--- src/hw/rtl/ptt_pkg.sv ---
package ptt_pkg;

  // Table size and derived widths
  localparam int TIMER_SLOTS = 16;
  localparam int SLOT_W      = (TIMER_SLOTS > 1) ? $clog2(TIMER_SLOTS) : 1;
  localparam int Q_DEPTH     = 2;
  localparam int Q_AW        = 1;
  localparam int Q_CW        = 2;

  // Request modes
  localparam logic [2:0] MODE_TICK   = 3'd0;
  localparam logic [2:0] MODE_ADD    = 3'd1;
  localparam logic [2:0] MODE_PAUSE  = 3'd2;
  localparam logic [2:0] MODE_CANCEL = 3'd3;
  localparam logic [2:0] MODE_CHPER  = 3'd4;

  // Result kinds
  localparam logic [2:0] K_FIRED    = 3'd0;
  localparam logic [2:0] K_NOFIRE   = 3'd1;
  localparam logic [2:0] K_DONE     = 3'd2;
  localparam logic [2:0] K_NOTFOUND = 3'd3;
  localparam logic [2:0] K_FULL     = 3'd4;
  localparam logic [2:0] K_IGNORED  = 3'd5;

  // Slot states
  localparam logic [1:0] ST_FREE  = 2'd0;
  localparam logic [1:0] ST_WORK  = 2'd1;
  localparam logic [1:0] ST_PAUSE = 2'd2;
  localparam logic [1:0] ST_DYING = 2'd3;

  typedef struct packed {
    logic [2:0]  mode;
    logic [15:0] timer_id;
    logic [31:0] period;
    logic        one_shot;
    logic        run_in_thread;
  } req_word_t;

  typedef struct packed {
    logic [2:0]  kind;
    logic [15:0] fired_id;
    logic        fired_in_thread;
    logic        last;
  } rsp_word_t;

  typedef enum logic [2:0] {
    OP_TICK,
    OP_ADD,
    OP_PAUSE,
    OP_CANCEL,
    OP_CHPER,
    OP_IGNORE
  } op_t;

  typedef struct packed {
    op_t         op;
    logic [15:0] timer_id;
    logic [31:0] period;
    logic        one_shot;
    logic        thread;
  } cmd_t;

  typedef struct packed {
    logic [15:0] id;
    logic [31:0] period;
    logic [31:0] count;
    logic        one_shot;
    logic        thread;
  } entry_t;

endpackage

--- src/hw/rtl/ptt_ram.sv ---
module ptt_ram #(
  parameter int WIDTH = 8,
  parameter int DEPTH = 16
) (
  input  logic                                          clk,
  input  logic                                          wr_en,
  input  logic [((DEPTH > 1) ? $clog2(DEPTH) : 1)-1:0]  wr_addr,
  input  logic [WIDTH-1:0]                              wr_data,
  input  logic [((DEPTH > 1) ? $clog2(DEPTH) : 1)-1:0]  rd_addr,
  output logic [WIDTH-1:0]                              rd_data
);

  logic [WIDTH-1:0] mem [DEPTH];

  // Write one word, read one word with registered data
  always_ff @(posedge clk) begin
    if (wr_en) begin
      mem[wr_addr] <= wr_data;
    end
    rd_data <= mem[rd_addr];
  end

endmodule

--- src/hw/rtl/ptt_front.sv ---
module ptt_front (
  input  logic                clk,
  input  logic                rst,
  input  logic                req_valid,
  output logic                req_stall,
  input  ptt_pkg::req_word_t  req,
  output logic                q_valid,
  output ptt_pkg::cmd_t       q_cmd,
  input  logic                q_pop
);

  ptt_pkg::cmd_t              q [ptt_pkg::Q_DEPTH];
  logic [ptt_pkg::Q_AW-1:0]   wp;
  logic [ptt_pkg::Q_AW-1:0]   rp;
  logic [ptt_pkg::Q_CW-1:0]   fill;
  ptt_pkg::cmd_t              cls;
  logic                       push;

  // Classify the incoming word
  always_comb begin
    cls.timer_id = req.timer_id;
    cls.period   = req.period;
    cls.one_shot = req.one_shot;
    cls.thread   = req.run_in_thread;
    case (req.mode)
      ptt_pkg::MODE_TICK:   cls.op = ptt_pkg::OP_TICK;
      ptt_pkg::MODE_ADD:    cls.op = ptt_pkg::OP_ADD;
      ptt_pkg::MODE_PAUSE:  cls.op = ptt_pkg::OP_PAUSE;
      ptt_pkg::MODE_CANCEL: cls.op = ptt_pkg::OP_CANCEL;
      ptt_pkg::MODE_CHPER:  cls.op = ptt_pkg::OP_CHPER;
      default:              cls.op = ptt_pkg::OP_IGNORE;
    endcase
    if (req.mode != ptt_pkg::MODE_TICK && req.timer_id == 16'd0) begin
      cls.op = ptt_pkg::OP_IGNORE;
    end
  end

  assign req_stall = (fill == ptt_pkg::Q_CW'(ptt_pkg::Q_DEPTH));
  assign push      = req_valid && !req_stall;
  assign q_valid   = (fill != '0);
  assign q_cmd     = q[rp];

  // Hold classified commands until the back end takes them
  always_ff @(posedge clk) begin
    if (rst) begin
      wp   <= '0;
      rp   <= '0;
      fill <= '0;
    end else begin
      if (push) begin
        q[wp] <= cls;
        wp    <= wp + 1'b1;
      end
      if (q_pop) begin
        rp <= rp + 1'b1;
      end
      fill <= fill + ptt_pkg::Q_CW'(push) - ptt_pkg::Q_CW'(q_pop);
    end
  end

endmodule

--- src/hw/rtl/ptt_back.sv ---
module ptt_back (
  input  logic                clk,
  input  logic                rst,
  input  logic                q_valid,
  input  ptt_pkg::cmd_t       q_cmd,
  output logic                q_pop,
  output logic                rsp_valid,
  input  logic                rsp_stall,
  output ptt_pkg::rsp_word_t  rsp
);

  typedef enum logic [3:0] {
    S_IDLE, S_ADD, S_RSP, S_RD, S_EVAL, S_DIV, S_UPD, S_ACT, S_END
  } state_t;

  localparam int EW = $bits(ptt_pkg::entry_t);

  state_t                     state;
  ptt_pkg::cmd_t              cmd;
  logic [ptt_pkg::SLOT_W-1:0] idx;
  ptt_pkg::entry_t            ent;
  logic [31:0]                rem;
  logic [31:0]                dsh;
  logic [4:0]                 dcnt;
  logic                       fire;
  logic                       pend_valid;
  ptt_pkg::rsp_word_t         pend;
  logic [1:0]                 slot_st [ptt_pkg::TIMER_SLOTS];

  logic [EW-1:0]              rd_raw;
  ptt_pkg::entry_t            e;
  logic                       wr_en;
  logic [ptt_pkg::SLOT_W-1:0] wr_addr;
  ptt_pkg::entry_t            wr_data;
  logic                       free_found;
  logic [ptt_pkg::SLOT_W-1:0] free_idx;
  logic [31:0]                peff_e;
  logic [31:0]                peff_r;
  logic [32:0]                r2;
  logic [31:0]                rem_next;
  logic                       out_free;
  logic                       out_load;
  ptt_pkg::rsp_word_t         out_next;
  logic                       upd_ok;
  logic                       last_slot;
  logic                       hit;

  ptt_ram #(
    .WIDTH (EW),
    .DEPTH (ptt_pkg::TIMER_SLOTS)
  ) u_ram (
    .clk     (clk),
    .wr_en   (wr_en),
    .wr_addr (wr_addr),
    .wr_data (wr_data),
    .rd_addr (idx),
    .rd_data (rd_raw)
  );

  assign e         = ptt_pkg::entry_t'(rd_raw);
  assign out_free  = !rsp_valid || !rsp_stall;
  assign last_slot = (idx == ptt_pkg::SLOT_W'(ptt_pkg::TIMER_SLOTS - 1));
  assign peff_e    = (e.period == 32'd0) ? 32'd1 : e.period;
  assign peff_r    = (ent.period == 32'd0) ? 32'd1 : ent.period;
  assign hit       = (slot_st[idx] != ptt_pkg::ST_FREE) && (e.id == cmd.timer_id);
  assign upd_ok    = !fire || !pend_valid || out_free;
  assign q_pop     = (state == S_IDLE) && q_valid;

  // Find the lowest free slot
  always_comb begin
    free_found = 1'b0;
    free_idx   = '0;
    for (int i = ptt_pkg::TIMER_SLOTS - 1; i >= 0; i--) begin
      if (slot_st[i] == ptt_pkg::ST_FREE) begin
        free_found = 1'b1;
        free_idx   = ptt_pkg::SLOT_W'(i);
      end
    end
  end

  // One step of the serial remainder
  always_comb begin
    r2 = {rem, dsh[31]};
    if (r2 >= {1'b0, peff_r}) begin
      rem_next = 32'(r2 - {1'b0, peff_r});
    end else begin
      rem_next = r2[31:0];
    end
  end

  // Drive table writes and the next result word
  always_comb begin
    wr_en    = 1'b0;
    wr_addr  = idx;
    wr_data  = ent;
    out_load = 1'b0;
    out_next = '{kind: ptt_pkg::K_DONE, fired_id: cmd.timer_id,
                 fired_in_thread: 1'b0, last: 1'b1};
    case (state)
      S_ADD: begin
        if (out_free) begin
          out_load = 1'b1;
          if (free_found) begin
            wr_en   = 1'b1;
            wr_addr = free_idx;
            wr_data = '{id: cmd.timer_id, period: cmd.period, count: 32'd0,
                        one_shot: cmd.one_shot, thread: cmd.thread};
          end else begin
            out_next.kind = ptt_pkg::K_FULL;
          end
        end
      end
      S_RSP: begin
        out_load      = out_free;
        out_next.kind = ptt_pkg::K_IGNORED;
      end
      S_UPD: begin
        wr_en         = 1'b1;
        wr_data.count = fire ? 32'd1 : ent.count + 32'd1;
        if (fire && pend_valid && out_free) begin
          out_load = 1'b1;
          out_next = pend;
        end
      end
      S_ACT: begin
        if (out_free) begin
          out_load = 1'b1;
          if (cmd.op == ptt_pkg::OP_CHPER) begin
            wr_en          = 1'b1;
            wr_data.period = cmd.period;
          end
        end
      end
      S_END: begin
        out_load = out_free;
        if (cmd.op != ptt_pkg::OP_TICK) begin
          out_next.kind = ptt_pkg::K_NOTFOUND;
        end else if (pend_valid) begin
          out_next      = pend;
          out_next.last = 1'b1;
        end else begin
          out_next.kind = ptt_pkg::K_NOFIRE;
        end
      end
      default: begin
      end
    endcase
  end

  // Sequence commands over the slots
  always_ff @(posedge clk) begin
    if (rst) begin
      state      <= S_IDLE;
      rsp_valid  <= 1'b0;
      pend_valid <= 1'b0;
      dcnt       <= '0;
      idx        <= '0;
      for (int i = 0; i < ptt_pkg::TIMER_SLOTS; i++) begin
        slot_st[i] <= ptt_pkg::ST_FREE;
      end
    end else begin
      if (rsp_valid && !rsp_stall) begin
        rsp_valid <= 1'b0;
      end
      if (out_load) begin
        rsp_valid <= 1'b1;
        rsp       <= out_next;
      end
      case (state)
        S_IDLE: begin
          if (q_valid) begin
            cmd        <= q_cmd;
            idx        <= '0;
            pend_valid <= 1'b0;
            case (q_cmd.op)
              ptt_pkg::OP_ADD:    state <= S_ADD;
              ptt_pkg::OP_IGNORE: state <= S_RSP;
              default:            state <= S_RD;
            endcase
          end
        end
        S_ADD: begin
          if (out_free) begin
            if (free_found) begin
              slot_st[free_idx] <= ptt_pkg::ST_WORK;
            end
            state <= S_IDLE;
          end
        end
        S_RSP: begin
          if (out_free) begin
            state <= S_IDLE;
          end
        end
        S_RD: begin
          state <= S_EVAL;
        end
        S_EVAL: begin
          ent <= e;
          if (cmd.op == ptt_pkg::OP_TICK) begin
            if (slot_st[idx] == ptt_pkg::ST_WORK) begin
              if (e.count < peff_e) begin
                fire  <= (e.count == 32'd0);
                state <= S_UPD;
              end else begin
                rem   <= '0;
                dsh   <= e.count;
                dcnt  <= '0;
                state <= S_DIV;
              end
            end else begin
              // drop a dying entry on this visit
              if (slot_st[idx] == ptt_pkg::ST_DYING) begin
                slot_st[idx] <= ptt_pkg::ST_FREE;
              end
              if (last_slot) begin
                state <= S_END;
              end else begin
                idx   <= idx + 1'b1;
                state <= S_RD;
              end
            end
          end else if (hit) begin
            state <= S_ACT;
          end else if (last_slot) begin
            state <= S_END;
          end else begin
            idx   <= idx + 1'b1;
            state <= S_RD;
          end
        end
        S_DIV: begin
          rem  <= rem_next;
          dsh  <= {dsh[30:0], 1'b0};
          dcnt <= dcnt + 1'b1;
          if (dcnt == 5'd31) begin
            fire  <= (rem_next == 32'd0);
            state <= S_UPD;
          end
        end
        S_UPD: begin
          if (upd_ok) begin
            if (fire) begin
              pend_valid <= 1'b1;
              pend       <= '{kind: ptt_pkg::K_FIRED, fired_id: ent.id,
                              fired_in_thread: ent.thread, last: 1'b0};
              if (ent.one_shot) begin
                slot_st[idx] <= ptt_pkg::ST_DYING;
              end
            end
            if (last_slot) begin
              state <= S_END;
            end else begin
              idx   <= idx + 1'b1;
              state <= S_RD;
            end
          end
        end
        S_ACT: begin
          if (out_free) begin
            if (cmd.op == ptt_pkg::OP_PAUSE) begin
              slot_st[idx] <= ptt_pkg::ST_PAUSE;
            end else if (cmd.op == ptt_pkg::OP_CANCEL) begin
              slot_st[idx] <= ptt_pkg::ST_DYING;
            end
            state <= S_IDLE;
          end
        end
        S_END: begin
          if (out_free) begin
            pend_valid <= 1'b0;
            state      <= S_IDLE;
          end
        end
        default: begin
          state <= S_IDLE;
        end
      endcase
    end
  end

  a_pend_clear: assert property (@(posedge clk) disable iff (rst)
    (state == S_IDLE) |-> !pend_valid)
    else $error("pending fire left over after a command");

  a_fire_tick: assert property (@(posedge clk) disable iff (rst)
    (out_load && out_next.kind == ptt_pkg::K_FIRED) |-> (cmd.op == ptt_pkg::OP_TICK))
    else $error("fire word outside a tick");

  a_div_idle: assert property (@(posedge clk) disable iff (rst)
    (state != S_DIV) |-> (dcnt == 5'd0))
    else $error("remainder counter running outside its phase");

endmodule

--- src/hw/rtl/periodic_timer_table.sv ---
// Periodic timer table with TIMER_SLOTS entries keyed by a nonzero 16-bit id.
// Requests pass a two-word command queue into a sequencer that walks a
// slot RAM with one write and one read port, one slot at a time. Add and
// ignored requests present a single result word once the output is free;
// pause, cancel and period change walk the slots up to the first match (a
// miss walks all slots). A tick walks every slot; a working entry also
// passes an update step, and one whose count has reached its period first
// passes a bit-serial remainder unit that decides whether it fires.
// Fires come out in slot order with last set on the final word; a tick with
// no fire returns one tick-without-fire word.
module periodic_timer_table (
  input  logic                clk,
  input  logic                rst,
  input  logic                req_valid,
  output logic                req_stall,
  input  ptt_pkg::req_word_t  req,
  output logic                rsp_valid,
  input  logic                rsp_stall,
  output ptt_pkg::rsp_word_t  rsp
);

  logic          q_valid;
  logic          q_pop;
  ptt_pkg::cmd_t q_cmd;

  ptt_front u_front (
    .clk       (clk),
    .rst       (rst),
    .req_valid (req_valid),
    .req_stall (req_stall),
    .req       (req),
    .q_valid   (q_valid),
    .q_cmd     (q_cmd),
    .q_pop     (q_pop)
  );

  ptt_back u_back (
    .clk       (clk),
    .rst       (rst),
    .q_valid   (q_valid),
    .q_cmd     (q_cmd),
    .q_pop     (q_pop),
    .rsp_valid (rsp_valid),
    .rsp_stall (rsp_stall),
    .rsp       (rsp)
  );

endmodule

--- config.mk ---
export PLATFORM = sky130hd
export DESIGN_NAME = periodic_timer_table
export DESIGN_NICKNAME = d
export VERILOG_FILES = /design/src/hw/rtl/ptt_pkg.sv /design/src/hw/rtl/ptt_ram.sv /design/src/hw/rtl/ptt_front.sv /design/src/hw/rtl/ptt_back.sv /design/src/hw/rtl/periodic_timer_table.sv
export SDC_FILE = /design/constraint.sdc
export NUM_CORES = 2
export LEC_CHECK = 0
export ABC_AREA = 1
export BUFFER_PORTS_ARGS = -buffer_cell sky130_fd_sc_hd__buf_4
export CORE_UTILIZATION = 40
export CTS_BUF_LIST = sky130_fd_sc_hd__clkbuf_8
export CTS_CLUSTER_SIZE = 40
export DETAILED_ROUTE_END_ITERATION = 10
export GPL_TIMING_DRIVEN = 0
export PLACE_DENSITY_LB_ADDON = 0.25
export SYNTH_ARGS = -nofsm -noshare
export SYNTH_HDL_FRONTEND = slang
export SYNTH_SLANG_ARGS = --single-unit
--- constraint.sdc ---
create_clock -name clk -period 14.45 [get_ports clk]
set_input_delay 3.6125 -clock clk [delete_from_list [all_inputs] [get_ports clk]]
set_output_delay 3.6125 -clock clk [all_outputs]
set_load 0.01 [all_outputs]
# Yosys cells after proc, flatten, opt, wreduce, memory -nomap -nowiden
# Memories as Yosys holds them, arrays and structs flattened. A register that Yosys moved wholly into a read port is not among the register bits.
# Cells that the tools add are included.
dict set report word_totals {
  regBits 257
  latch_bits 0
  ram_bits 1450
  rom_bits 0
  in_bits 57
  output_inout_bits 23
  elab_cells 295
  memories 3
}
dict set report op_classes {
  add_sub_neg 8
  n_mul 0
  n_div 0
  magnitude_cmp 2
  eq_ne 35
  shift 0
  n_mux 154
  bitwise 4
  reduce_logical 62
}
# memory words width rd rd_clocked_by_memory_dff wr line_no
set memory_table {}
lappend memory_table {u_back.u_ram.mem 16 82 1 1 1 ptt_ram.sv:13} ;# logic [WIDTH-1:0] mem [DEPTH];
lappend memory_table {u_front.q 2 53 1 1 1 ptt_front.sv:12} ;# ptt_pkg::cmd_t q [ptt_pkg::Q_DEPTH];
lappend memory_table {u_back.slot_st 16 2 17 1 16 ptt_back.sv:28} ;# logic [1:0] slot_st [ptt_pkg::TIMER_SLOTS];
# op count
set op_table {}
lappend op_table {{two-way mux 32 bit} 12}
lappend op_table {{case mux 32 bit (2 select lines)} 4}
lappend op_table {{two-way mux 82 bit} 2}
lappend op_table {{two-way mux 4 bit} 37}
lappend op_table {{zero test 32 bit} 4}
lappend op_table {{two-way mux 1 bit} 70}
lappend op_table {{two-way mux 18 bit} 2}
lappend op_table {{case mux 18 bit (2 select lines)} 1}
lappend op_table {{>= comparator 33 x 32 -> 1 bit} 1}
lappend op_table {{adder 32 x 1 -> 32 bit (second input constant)} 1}
lappend op_table {{zero test 2 bit} 16}
lappend op_table {{< comparator 32 bit} 1}
lappend op_table {{subtractor 32 bit} 1}
lappend op_table {{case mux 4 bit (6 select lines)} 1}
lappend op_table {{two-way mux 20 bit} 1}
lappend op_table {{inequality test 2 x 1 -> 1 bit (second input constant)} 9}
lappend op_table {{equality test 16 bit} 1}
lappend op_table {{equality test 4 x 3 -> 1 bit (second input constant)} 4}
lappend op_table {{zero test 16 bit} 1}
lappend op_table {{two-way mux 16 bit} 1}
lappend op_table {{two-way mux 5 bit} 3}
lappend op_table {{case mux 3 bit (5 select lines)} 1}
lappend op_table {{AND reduction 5 bit} 3}
lappend op_table {{two-way mux 2 bit} 7}
lappend op_table {{other kinds (38)} 81}

# Longest topological paths before layout
# An unclocked memory read counts as a cell.
dict set report depth {
  word_depth 26
  mapped_depth 24
  mapped_depth_nobuf 24
}

# Cells and area by module
# A second synthesis with hierarchy kept.
dict set report unflattened {
  hier_cells 7464
  hier_area_um2 78788.1
}
# module instances cells_per_inst area_each_um2 seq_area_each_um2
set by_module_without_submodules {}
lappend by_module_without_submodules {ptt_ram 1 5386 58075.7 41039.4}
lappend by_module_without_submodules {ptt_back 1 1861 16311.9 8488.1}
lappend by_module_without_submodules {ptt_front 1 217 4400.5 3283.1}

# Worst setup path after synthesis
# Ideal clock, no wire load.
dict set report synth_path {
  kind {input-to-reg}
  from {input rst}
  to {memory u_back.slot_st[6][0], enable pin}
  setup_time_ns 0.298
  arrival_ns 11.038
  required_ns 14.152
  path_slack_ns 3.115
  path_stages 9
  n_path_buf 0
  cell_sequence {nor3_1 > nand4_1 > nand2_4 > nand2_1 > o21ai_1 > inv_1 > nor2_1 > nand2_1 > nand2_1}
}
# element line_no
set synth_rtl {}
lappend synth_rtl {{start: declaration} periodic_timer_table.sv:13} ;# input logic rst,
lappend synth_rtl {{end: declaration} ptt_back.sv:28}

# Final worst setup path
dict set report layout_path {
  from {input rsp_stall}
  to {memory u_back.u_ram.mem[15][9] (netlist bit), data pin}
}
dict set report layout_between {
  elab_chain_len 4
}
# element line_no
set layout_lines {}
lappend layout_lines {{start: declaration} periodic_timer_table.sv:18} ;# input logic rsp_stall,
lappend layout_lines {{zero test 1 bit} ptt_back.sv:61} ;# assign out_free = !rsp_valid || !rsp_stall;
lappend layout_lines {{logical OR 1 bit} ptt_back.sv:61}
lappend layout_lines {{two-way mux 82 bit} ptt_back.sv:101} ;# if (out_free) begin
lappend layout_lines {{case mux 32 bit (2 select lines)} ptt_back.sv:99} ;# case (state)
lappend layout_lines {{named net u_back.u_ram.wr_data[9]} ptt_ram.sv:8} ;# input logic [WIDTH-1:0] wr_data,
lappend layout_lines {{end: declaration} ptt_ram.sv:13}
# The timed path passes the listed nets, and every way through them passes these cells.

==> results.md <==
- Outcome: finished clean
- Worst-path maximum fanout: 16
- DR iter-0 viols: 5811
- Compound-cell area share of the yosys netlist: 10.9%
- Mean Syn Cell Area: 12.6 µm²
- Fin crit period: 7060 ps
- Worst-path clk slew: 60 ps
- WL/cell: 25.2 µm
- Die area: 182000 µm²
- Worst-Margin Slew: 1450 ps
- Starting density of the core: 40.4%
- Top post-synthesis cells by area: edfxtp_1 70%, o21ai_0 5.6%, nor2_1 4.6%
- Worst-skew pair later-pin latency: 1040 ps
- CTS root buffer: clkbuf_8
- WS Path Type: primary input to register
- Post-route ant nets: 0
- Max cap viols: 0
- Post_cts resized: 0
- Vias: 49500
- GRT Residual Overflow: 0
- Final hold vios: 0
- Critical Path AT: 7620 ps
- Final Core Density: 46.7%
- Synth top area share: 70.1%
- Post-route cell area: 83500 µm²
- Async set or reset register ratio after synthesis: 0%
- Leak Pwr: 28.6 nW
- Vias/cell: 5.61
- Sequential share of the synthesized area: 73.0%
- RePlAce Congestion: 0.898
- Residual DRC: 0
- TritonCTS Sinks: 1794
- Setup crit start kind: primary input
- Post-CTS Setup Inserts: 0
- Placed cell areas: 77800 µm²
- Crit path required time: 15010 ps
- Xor/xnor share of the synthesized area: 0.497%
- Boundary pin count: 80
- Syn nets: 5862
- Period utilization: 48.8%
- Row count: 155
- Hold crit path type: register to register
- Setup violations, final: 0
- Router iterations before antenna repair: 8
- #FFs+latches synth: 1794
- Largest family of logic cells by synthesized area: compound AO/OA/AOI/OAI gates
- Largest net degree at the start of global routing: 35
- CTS buffer count: 308
- Syn Inst Count: 5735
- Power per standard cell area: 185 nW/µm²
- Adder-Cell Fraction of Synth Area: 1.22%
- Synth area leader: edfxtp_1
- CP endpoint kind: register
- Initial antenna violation count: 15
- Synthesis Warnings: 0
- Clock Skew: 89.2 ps
- First-pass GRT wire length: 320000 µm
- Place WS: 6460 ps
- Headroom to the max-slew limit: 3.22%
- Fmax: 142 MHz
- Post-synth EDFFs: 1688
- Synth unique cells: 65
- Nets: 6380
- RSZ-0062 raised after global routing: no
- Setup TNS Final: 0 ps
- Clock Tree Buf Depth: 4
- Max IR drop VDD: 0.114 mV
- Layout area overhead: 15.5%
- Final worst slack: 7390 ps
- Slew Viols, Final: 0
- Input/output buffers: 79
- CTS tree: built
- Multiplexer area fraction after synthesis: 0.794%
- Total Wirelength: 222000 µm
- DP HPWL: 155000 µm
- GRT Overall Usage: 24.0%
- Die W: 427 µm
- Htree depth: 5
- Core area: 179000 µm²
- Post-CTS Hold Fix Bufs: 0
- Mapped cell area: 72300 µm²
- Simple logic cell fraction of the synthesized area: 10.4%
- Layout cells sized above 1: 11.8%
- Number of global-route vias before repair: 47700
- Die Y: 427 µm
- Top FF cell, synth: edfxtp_1
## placed cells by master, fill, tap and decap left out, drive strengths merged, types with 50 or more instances in the layout
cell / synthesis / final
o21ai: 827 / 827
o221ai: 126 / 126
clkinv: 5 / 89
o211ai: 50 / 50
nor2: 900 / 900
edfxtp: 1688 / 1688
buf: 25 / 233
a21oi: 103 / 103
nand3: 205 / 205
mux2: 51 / 51
ha: 69 / 69
nand2: 633 / 633
o22ai: 212 / 212
inv: 259 / 355
dfxtp: 106 / 106
clkbuf: 290 / 633
## stage by stage
| stage | power [mW] | cells | hold slack (ps) |
|---|---|---|---|
| floorplan | 9.04 | 5735 | 386 |
| global placement | 11.0 | 8169 | 392 |
| detailed placement | 11.2 | 8297 | 391 |
| CTS | 15.5 | 8830 | 405 |
| global route | 16.1 | 8833 | 411 |
| finish | 15.5 | 8836 | 405 |
## routing by layer
metal	vias up	global-route usage (%)	routed length (µm)
met5	-	0	7
met4	2	9.24	7880
met1	24600	33.3	92900
met2	2340	37.7	102000
met3	445	4.28	19200
li1	22100	-	-
## final cells by class
| type | count | area, µm² |
|---|---|---|
| well taps | 2355 | 2950 |
| repair buffers | 208 | 2390 |
| plain buffers | 315 | 1250 |
| flip-flops and latches | 1794 | 52800 |
| clock buffers | 343 | 4720 |
| multi-input cells | 3362 | 17500 |
| fillers | 16100 | 95500 |
| diodes | 5 | 12.5 |
| clock inverters | 190 | 953 |
| inverters | 264 | 991 |
## logic make-up (layout without fill, tap and decap cells)
family	after synthesis	after routing
AND/OR/NAND/NOR	1834	1834
flip-flops	1794	1794
AO/OA/AOI/OAI	1366	1366
buffers and inverters	579	1320
adder cells (fa/ha/maj)	70	70
multiplexers	51	51
XOR/XNOR	41	41
other	0	5
## report_power, final
group | switching (mW) | internal [mW] | leakage, nW
sequential | 0.346 | 6.38 | 16.2
clock | 2.04 | 2.29 | 3.28
combinational | 3.27 | 1.16 | 9.14
total | 5.66 | 9.83 | 28.6
## path summary, 6_finish.rpt
kind                                 from                       to  slack, ps  cells after the start
setup / recovery                rsp_stall  u_back.u_ram.mem[15][9]       7390                      9
hold / removal    u_back.u_ram.rd_data[1]            u_back.ent[1]        400                      0
setup reg to reg           u_back.ent[64]              u_back.fire       8730                     22
hold reg to reg   u_back.u_ram.rd_data[1]            u_back.ent[1]        400                      0
## Yosys cell counts, drive strengths merged (27+ instances only)
cell    instances
o21ai         827
nand4          27
o22ai         212
clkbuf        290
edfxtp       1688
o211ai         50
nand2         633
nor2          900
mux2           51
nor4           29
nand3         205
dfxtp         106
o221ai        126
ha             69
inv           259
a21oi         103
## flip-flops by register name, summed over array words and instances, names as in the netlist, named ones only
name and flops:
u_back.cmd 53, u_back.idx 4, u_back.state 4, u_back.dcnt 5
u_front.fill 2, u_back.pend 17, u_back.dsh 32, u_back.ent 82
u_front.q 106, u_back.fire 1, u_back.pend_valid 1, u_back.slot_st 32
u_front.wp 1, u_back.u_ram.rd_data 82, u_back.u_ram.mem 1312, u_back.rsp 21
u_front.rp 1, u_back.rem 32, u_back.rsp_valid 1
## critical path, stage by stage
cell,delay [ps]
buf_4,80
nand2_1,180
nand2_1,220
nor2_1,110
buf_2,200
nor2_1,920
inv_1,630
clkbuf_1,450
o22ai_1,1180
No activity file was read; power rests on OpenSTA's default activity.
